$ cat src/hw/rtl/afir_pkg.sv
// Shared types, sizes and the coefficient table of the 201-tap audio FIR filter.
// Used by afir_ctrl, afir_datapath, the top level and the checker; depends on nothing.

package afir_pkg;

    localparam int TAP_COUNT   = 201;
    localparam int SAMPLE_BITS = 16;
    localparam int COEF_BITS   = 16;
    localparam int ACC_BITS    = 40;
    localparam int HALF_TAPS   = 101;
    localparam int PROD_BITS   = SAMPLE_BITS + COEF_BITS;
    localparam int TAP_BITS    = $clog2(TAP_COUNT);
    localparam int FILL_BITS   = $clog2(TAP_COUNT + 1);
    localparam int CENTRE      = (TAP_COUNT - 1) / 2;
    localparam int COEF_GROW   = (COEF_BITS >= 16) ? COEF_BITS - 16 : 0;
    localparam int COEF_DROP   = (COEF_BITS < 16) ? 16 - COEF_BITS : 1;
    localparam int COEF_HALF   = 1 << (COEF_DROP - 1);

    // Q1.15 taps, outermost first, centre tap last
    localparam int HALF_COEF [HALF_TAPS] = '{
        -8, -5, -15, 1, -15, 2, -6, -2, 9, -4,
        21, 0, 21, 12, 10, 25, -5, 25, -12, 7,
        -8, -25, 0, -51, -1, -51, -19, -21, -41, 21,
        -43, 47, -6, 40, 58, 13, 109, -1, 104, 16,
        33, 50, -65, 55, -127, -4, -113, -111, -42, -196,
        22, -179, 24, -37, -23, 157, -48, 280, 21, 247,
        175, 82, 303, -91, 266, -151, 17, -81, -331, 6,
        -555, -32, -480, -225, -126, -419, 286, -369, 484, 53,
        367, 691, 97, 1137, -16, 989, 206, 159, 579, -978,
        585, -1755, -312, -1629, -2255, -558, -4763, 913, -6896, 1951,
        25035
    };

    typedef enum logic [2:0] {
        ST_IDLE,
        ST_LOAD,
        ST_RUN,
        ST_DRAIN1,
        ST_DRAIN2,
        ST_ROUND,
        ST_HOLD
    } afir_state_t;

    typedef struct packed {
        logic capture;
        logic bypass;
        logic load;
        logic run;
        logic round;
        logic load_out;
    } afir_cmd_t;

    typedef struct packed {
        logic enable;
        logic last_tap;
        logic out_free;
    } afir_status_t;

    function automatic logic signed [COEF_BITS-1:0] coef_for_dist(
        input logic [TAP_BITS-1:0] tap_gap
    );
        int q;
        int mag;
        logic signed [COEF_BITS-1:0] c;
        c = '0;
        if (int'(tap_gap) <= HALF_TAPS - 1)
        begin
            q = HALF_COEF[HALF_TAPS - 1 - int'(tap_gap)];
            if (COEF_BITS >= 16)
            begin
                c = COEF_BITS'(q <<< COEF_GROW);
            end
            else
            begin
                mag = (q < 0) ? -q : q;
                mag = (mag + COEF_HALF) >>> COEF_DROP;
                c = COEF_BITS'((q < 0) ? -mag : mag);
            end
        end
        return c;
    endfunction

endpackage

$ cat src/hw/rtl/afir_ctrl.sv
// Sequencing state machine of the FIR filter: accept, load, tap sweep, drain, round, deliver; bypass goes to deliver.
// Depends on afir_pkg for the state type and the command and status structs.

module afir_ctrl (
    input  logic                   clk,
    input  logic                   rst_n,
    input  logic                   in_valid,
    output logic                   in_ready,
    input  afir_pkg::afir_status_t status,
    output afir_pkg::afir_cmd_t    cmd
);
    import afir_pkg::*;

    afir_state_t state_reg;
    afir_state_t state_next;

    always_ff @(posedge clk or negedge rst_n)
    begin
        if (!rst_n)
        begin
            state_reg <= ST_IDLE;
        end
        else
        begin
            state_reg <= state_next;
        end
    end

    always_comb
    begin
        state_next = state_reg;
        unique case (state_reg)
            ST_IDLE:
            begin
                if (in_valid)
                begin
                    state_next = status.enable ? ST_LOAD : ST_HOLD;
                end
            end
            ST_LOAD:   state_next = ST_RUN;
            ST_RUN:
            begin
                if (status.last_tap)
                begin
                    state_next = ST_DRAIN1;
                end
            end
            ST_DRAIN1: state_next = ST_DRAIN2;
            ST_DRAIN2: state_next = ST_ROUND;
            ST_ROUND:  state_next = ST_HOLD;
            ST_HOLD:
            begin
                if (status.out_free)
                begin
                    state_next = ST_IDLE;
                end
            end
            default:   state_next = ST_IDLE;
        endcase
    end

    always_comb
    begin
        in_ready = 1'b0;
        cmd      = '0;
        unique case (state_reg)
            ST_IDLE:
            begin
                in_ready    = 1'b1;
                cmd.capture = in_valid;
                cmd.bypass  = in_valid && !status.enable;
            end
            ST_LOAD:   cmd.load     = 1'b1;
            ST_RUN:    cmd.run      = 1'b1;
            ST_DRAIN1: cmd          = '0;
            ST_DRAIN2: cmd          = '0;
            ST_ROUND:  cmd.round    = 1'b1;
            ST_HOLD:   cmd.load_out = status.out_free;
            default:   cmd          = '0;
        endcase
    end

endmodule

$ cat src/hw/rtl/afir_datapath.sv
// Datapath of the FIR filter: circular delay-line memory, tap counter, MAC pipeline,
// rounding and saturation, enable register and output register. Depends on afir_pkg.

module afir_datapath (
    input  logic                                 clk,
    input  logic                                 rst_n,
    input  logic                                 cfg_wr_en,
    input  logic                                 cfg_wr_data,
    input  logic signed [afir_pkg::SAMPLE_BITS-1:0] sample_in,
    output logic                                 out_valid,
    input  logic                                 out_ready,
    output logic signed [afir_pkg::SAMPLE_BITS-1:0] sample_out,
    input  afir_pkg::afir_cmd_t                  cmd,
    output afir_pkg::afir_status_t               status
);
    import afir_pkg::*;

    localparam logic signed [ACC_BITS:0] ROUND_BIAS = (ACC_BITS+1)'(1) <<< (COEF_BITS - 2);
    localparam logic signed [ACC_BITS:0] SAT_MAX = (ACC_BITS+1)'((1 << (SAMPLE_BITS - 1)) - 1);
    localparam logic signed [ACC_BITS:0] SAT_MIN = -SAT_MAX - (ACC_BITS+1)'(1);

    logic signed [SAMPLE_BITS-1:0] mem [TAP_COUNT];

    logic                          enable_reg;
    logic [TAP_BITS-1:0]           wr_ptr_reg;
    logic [TAP_BITS-1:0]           rd_ptr_reg;
    logic [TAP_BITS-1:0]           tap_reg;
    logic [FILL_BITS-1:0]          fill_reg;
    logic signed [SAMPLE_BITS-1:0] sample_reg;
    logic signed [SAMPLE_BITS-1:0] rd_data_reg;
    logic signed [COEF_BITS-1:0]   coef_reg;
    logic                          tap_valid_reg;
    logic                          s1_valid_reg;
    logic                          s2_valid_reg;
    logic signed [PROD_BITS-1:0]   prod_reg;
    logic signed [ACC_BITS-1:0]    acc_reg;
    logic signed [SAMPLE_BITS-1:0] result_reg;
    logic                          out_valid_reg;
    logic signed [SAMPLE_BITS-1:0] out_data_reg;

    logic [TAP_BITS-1:0]           tap_index;
    logic [TAP_BITS-1:0]           tap_dist;
    logic signed [SAMPLE_BITS-1:0] mac_operand;
    logic signed [ACC_BITS:0]      rounded;
    logic signed [ACC_BITS:0]      shifted;
    logic signed [SAMPLE_BITS-1:0] saturated;

    assign tap_index = TAP_BITS'(TAP_COUNT - 1) - tap_reg;
    assign tap_dist  = (tap_index >= TAP_BITS'(CENTRE)) ? tap_index - TAP_BITS'(CENTRE)
                                                        : TAP_BITS'(CENTRE) - tap_index;

    assign mac_operand = tap_valid_reg ? rd_data_reg : '0;

    assign rounded = {acc_reg[ACC_BITS-1], acc_reg} + ROUND_BIAS;
    assign shifted = rounded >>> (COEF_BITS - 1);

    always_comb
    begin
        priority if (shifted > SAT_MAX)
        begin
            saturated = SAT_MAX[SAMPLE_BITS-1:0];
        end
        else if (shifted < SAT_MIN)
        begin
            saturated = SAT_MIN[SAMPLE_BITS-1:0];
        end
        else
        begin
            saturated = shifted[SAMPLE_BITS-1:0];
        end
    end

    always_ff @(posedge clk)
    begin
        if (cmd.load)
        begin
            mem[wr_ptr_reg] <= sample_reg;
        end
        rd_data_reg <= mem[rd_ptr_reg];
    end

    always_ff @(posedge clk or negedge rst_n)
    begin
        if (!rst_n)
        begin
            enable_reg    <= 1'b0;
            wr_ptr_reg    <= '0;
            rd_ptr_reg    <= '0;
            tap_reg       <= '0;
            fill_reg      <= '0;
            tap_valid_reg <= 1'b0;
            s1_valid_reg  <= 1'b0;
            s2_valid_reg  <= 1'b0;
            out_valid_reg <= 1'b0;
        end
        else
        begin
            if (cfg_wr_en)
            begin
                enable_reg <= cfg_wr_data;
            end
            if (cmd.load)
            begin
                rd_ptr_reg <= wr_ptr_reg;
                wr_ptr_reg <= (wr_ptr_reg == TAP_BITS'(TAP_COUNT - 1)) ? '0
                                                                       : wr_ptr_reg + 1'b1;
                if (fill_reg != FILL_BITS'(TAP_COUNT))
                begin
                    fill_reg <= fill_reg + 1'b1;
                end
                tap_reg <= '0;
            end
            else if (cmd.run)
            begin
                rd_ptr_reg <= (rd_ptr_reg == '0) ? TAP_BITS'(TAP_COUNT - 1) : rd_ptr_reg - 1'b1;
                tap_reg    <= tap_reg + 1'b1;
            end
            tap_valid_reg <= FILL_BITS'(tap_reg) < fill_reg;
            s1_valid_reg  <= cmd.run;
            s2_valid_reg  <= s1_valid_reg;
            if (cmd.load_out)
            begin
                out_valid_reg <= 1'b1;
            end
            else if (out_ready)
            begin
                out_valid_reg <= 1'b0;
            end
        end
    end

    always_ff @(posedge clk)
    begin
        if (cmd.capture)
        begin
            sample_reg <= sample_in;
        end
        coef_reg <= coef_for_dist(tap_dist);
        prod_reg <= mac_operand * coef_reg;
        if (cmd.load)
        begin
            acc_reg <= '0;
        end
        else if (s2_valid_reg)
        begin
            acc_reg <= acc_reg + ACC_BITS'(prod_reg);
        end
        if (cmd.bypass)
        begin
            result_reg <= sample_in;
        end
        else if (cmd.round)
        begin
            result_reg <= saturated;
        end
        if (cmd.load_out)
        begin
            out_data_reg <= result_reg;
        end
    end

    assign status.enable   = enable_reg;
    assign status.last_tap = (tap_reg == TAP_BITS'(TAP_COUNT - 1));
    assign status.out_free = !out_valid_reg || out_ready;

    assign out_valid  = out_valid_reg;
    assign sample_out = out_data_reg;

endmodule

$ cat src/hw/rtl/audio_fir_filter_201_tap.sv
// Top level of the symmetric 201-tap audio FIR filter: controller plus datapath.
// Depends on afir_pkg, afir_ctrl and afir_datapath.
//
//   channel   handshake              payload
//   input     in_valid / in_ready    sample_in   (signed 16 bit, Q1.15)
//   output    out_valid / out_ready  sample_out  (signed 16 bit, Q1.15)
//   config    cfg_wr_en              cfg_wr_data (filter_enable)
//
// Filtering takes each word from acceptance to the output register through a load state,
// a tap sweep at one tap per cycle through the single delay-line read port and multiplier,
// the drain states ST_DRAIN1 and ST_DRAIN2, a rounding state and a hand-over state; bypass
// goes straight to hand-over. The input reopens in the cycle after hand-over.
// Reset empties the delay line through a fill count; unwritten taps read as zero.
// A new word is accepted while the previous result waits in the output register;
// a stalled output holds the finished result until out_ready.

module audio_fir_filter_201_tap (
    input  logic                                    clk,
    input  logic                                    rst_n,
    input  logic                                    cfg_wr_en,
    input  logic                                    cfg_wr_data,
    input  logic                                    in_valid,
    output logic                                    in_ready,
    input  logic signed [afir_pkg::SAMPLE_BITS-1:0] sample_in,
    output logic                                    out_valid,
    input  logic                                    out_ready,
    output logic signed [afir_pkg::SAMPLE_BITS-1:0] sample_out
);
    import afir_pkg::*;

    afir_cmd_t    cmd;
    afir_status_t status;

    afir_ctrl u_ctrl (
        .clk      (clk),
        .rst_n    (rst_n),
        .in_valid (in_valid),
        .in_ready (in_ready),
        .status   (status),
        .cmd      (cmd)
    );

    afir_datapath u_datapath (
        .clk         (clk),
        .rst_n       (rst_n),
        .cfg_wr_en   (cfg_wr_en),
        .cfg_wr_data (cfg_wr_data),
        .sample_in   (sample_in),
        .out_valid   (out_valid),
        .out_ready   (out_ready),
        .sample_out  (sample_out),
        .cmd         (cmd),
        .status      (status)
    );

endmodule

$ cat config.mk
export PLATFORM = sky130hd
export DESIGN_NAME = audio_fir_filter_201_tap
export DESIGN_NICKNAME = d
export VERILOG_FILES = /design/src/hw/rtl/afir_pkg.sv /design/src/hw/rtl/afir_ctrl.sv /design/src/hw/rtl/afir_datapath.sv /design/src/hw/rtl/audio_fir_filter_201_tap.sv
export SDC_FILE = /design/constraint.sdc
export NUM_CORES = 2
export LEC_CHECK = 0
export ABC_AREA = 0
export BUFFER_PORTS_ARGS = -buffer_cell sky130_fd_sc_hd__buf_2
export CORE_MARGIN = 2
export CORE_UTILIZATION = 40
export DETAILED_ROUTE_END_ITERATION = 16
export GPL_ROUTABILITY_DRIVEN = 0
export MAX_ROUTING_LAYER = met4
export SYNTH_ARGS = -nofsm -noshare
export SYNTH_HDL_FRONTEND = slang
export SYNTH_HIERARCHICAL = 1
export SYNTH_SLANG_ARGS = --single-unit
$ cat constraint.sdc
create_clock -name clk -period 6.8 [get_ports clk]
set_input_delay 1.36 -clock clk [delete_from_list [all_inputs] [get_ports clk]]
set_output_delay 1.36 -clock clk [all_outputs]
set_load 0.02 [all_outputs]
==> out/metrics.yaml <==
ys_seq_area_share_pct: 69.9
nets: 8090
fin_crit_ns: 6.48
ff2ff_path_depth: 21
grt_use_total_pct: 20.3
crit_type: "flip-flop to flip-flop"
rows: 220
die_h_um: 605
reg2reg_to: "u_datapath/prod_reg[25]"
clk-insertion-delay-late_ns: 0.94
largest_register_ff_count: 3216
wire_per_inst_um: 28.5
num_vias: 72800
core_um2: 359000
fmax_ghz: 0.154
violations: "max-slew violations"
die_width_um: 605
yosysUniqueCellTypes: 99
drc_errors: 0
worstHoldPathType: "flip-flop to flip-flop"
vias_per_cell: 5.72
initial_utilization_pct: 40.2
status: "complete, but fails checks"
cp_max_fo: 46
tns_ns: 0
ios: 40
clock_skew_ns: 0.0724
avgSynthCellArea_um2: 19.8
whs_path_depth: 0
hold_start: "u_datapath/s1_valid_reg"
r2r-start: "u_datapath/tap_valid_reg"
clock_sinks: 3407
drt_pass1_iterations: 7
postCtsSetupRepairBufs: 0
grt_pass1_vias: 73100
synth_edf_count: 3264
cts_tree: "yes"
slew_headroom_pct: -3.79
antenna_left: 0
synthArstFlopShare_pct: 1.17
routed_wl_um: 363000
max_cap_violations: 0
rrSetupSlack_ns: 0.32
area_growth_pct: 13.2
rsz0062_at_grt: "false"
syn_nets: 7742
cts_hold_buffers: 0
cp-start-kind: "flip-flop"
io_buffers: 39
clockBufferDepth: 4
hold_viol: 0
crit_path_end_kind: "flip-flop"
cts_max_level: 5
drive_above_1_share_pct: 25.6
path_clk_slew_ns: 0.06
yosys_most_used_dff: "edfxtp_1"
required_ns: 7.60
finalCritPeriodShare_pct: 95.3
drt_iter0_markers: 8361
fill_cells: 30400
setup_viol: 0
synth_cells: 7306
dp_hpwl_um: 219000
yosysWarnings: 6
drv_slew: 53
synth-seq-cells: 3407
holdPathEnd: "u_datapath/s2_valid_reg"
netlist_area_um2: 145000
antenna_found_initial: 20
grt_max_degree: 202
root_buffer: "clkbuf_16"
grt_pass1_wl_um: 527000
die_area_um2: 367000
cp.arrival_ns: 7.28
worst_pin_slew_ns: 1.56
grt-ovfl-total: 0
cts_made_buffers: 357
==> layout make-up <==
class	instances	area, µm²	share of cell area (%)
well taps	4773	5970	3.65
diodes	12	30.0	0.0183
inverters	343	1290	0.786
repair buffers	384	3330	2.04
clock buffers	427	9370	5.72
multi-input cells	3161	40800	24.9
flip-flops and latches	3407	101000	61.7
clock inverters	213	1900	1.16
==> layer usage <==
metal	vias to the layer above	wire, µm	global-route usage [%]	share of wire, %
li1	30200	-	-	-
met1	39300	152000	28.0	42
met2	2760	175000	31.7	48
met3	534	25400	3.19	7.0
met4	0	10000	5.18	2.8
met5	-	0	-	0
==> per-stage QoR <==
step                      hold slack, ns  cells  setup WS [ns]  util, %  area [µm²]
after floorplan                    0.331   7306          0.430        -      145000
after global placement             0.337  12100          0.279     42.4      152000
after detailed placement           0.336  12100          0.162     42.4      152000
after CTS                          0.349  12700          0.159     45.5      164000
after global routing               0.369  12700         0.0214     45.6      164000
final                              0.346  12700          0.323     45.6      164000
==> synth_stat cells, types with 25 or more instances <==
master	instances	area [µm²]
edfxtp_1	3264	98000
mux4_2	1053	23700
nor2_1	358	1340
inv_1	338	1270
nand2_1	269	1010
clkbuf_1	264	991
fa_1	261	5230
ha_1	153	1910
and3_1	125	782
dfxtp_1	103	2060
a21oi_1	99	495
o21ai_0	96	480
buf_2	82	410
xnor2_1	75	657
nand3_1	69	345
mux2i_1	56	561
a21o_1	47	353
buf_1	41	154
nor3_1	41	205
dfrtp_1	40	1000
xor2_1	39	342
a211oi_1	26	195
and2_1	25	156
nand2b_1	25	156
==> cells by family after synthesis <==
| group | Yosys count | synth area share (%) |
|---|---|---|
| buffers and inverters | 738 | 2.02 |
| AND/OR/NAND/NOR | 1029 | 3.32 |
| adder cells (fa/ha/maj) | 414 | 4.93 |
| flip-flops | 3407 | 69.9 |
| XOR/XNOR | 117 | 0.732 |
| AO/OA/AOI/OAI | 487 | 2.32 |
| multiplexers | 1114 | 16.8 |
==> how the worst max path moves through the flow <==
stage | start | endpoint | slack (ns) | cells after the start
final | u_datapath/tap_valid_reg | u_datapath/prod_reg[25] | 0.32 | 21
after global routing | u_datapath/tap_valid_reg | u_datapath/prod_reg[25] | 0.02 | 25
after CTS | u_datapath/tap_valid_reg | u_datapath/prod_reg[31] | 0.16 | 24
after detailed placement | u_datapath/tap_valid_reg | u_datapath/prod_reg[31] | 0.16 | 24
after global placement | u_datapath/tap_valid_reg | u_datapath/prod_reg[25] | 0.28 | 22
after floorplan | u_datapath/tap_valid_reg | u_datapath/prod_reg[25] | 0.43 | 23
==> placed cells by master, fill, tap and decap left out, types with 25 or more instances in the layout <==
cell	instances
edfxtp_1	3264
mux4_2	1053
clkbuf_16	364
inv_1	338
nor2_1	316
buf_4	301
nand2_1	269
fa_1	260
ha_1	153
and3_1	125
dfxtp_1	103
a21oi_1	98
clkinv_1	97
o21ai_0	95
xnor2_1	75
nand3_1	69
clkbuf_1	61
clkinv_2	58
mux2i_1	56
a21o_1	47
nor2_2	44
buf_12	42
nor3_1	41
buf_2	39
xor2_1	39
dfrtp_1	32
bufinv_16	28
a211oi_1	26
nand2b_1	25
==> worst max-delay path, cell delays in order (launching register included) <==
cell	delay, ns
dfrtp_2	0.42
buf_12	0.21
buf_4	0.20
and2_2	0.25
nand2_1	0.10
fa_1	0.57
fa_1	0.56
inv_1	0.05
fa_1	0.49
fa_1	0.46
fa_1	0.51
inv_1	0.05
fa_1	0.47
inv_1	0.04
ha_1	0.35
a21o_1	0.21
a211o_1	0.37
or3_1	0.37
a31o_2	0.23
nor4_1	0.17
nor3_1	0.11
xor2_1	0.16
==> what timing repair did <==
item	CTS	global route
resized for setup	0	7
endpoints found under the hold margin	0	0
setup endpoints to repair	0	3
Power is not shown: default switching activity piles up to over one toggle a cycle in this logic, so the estimate is an artifact.
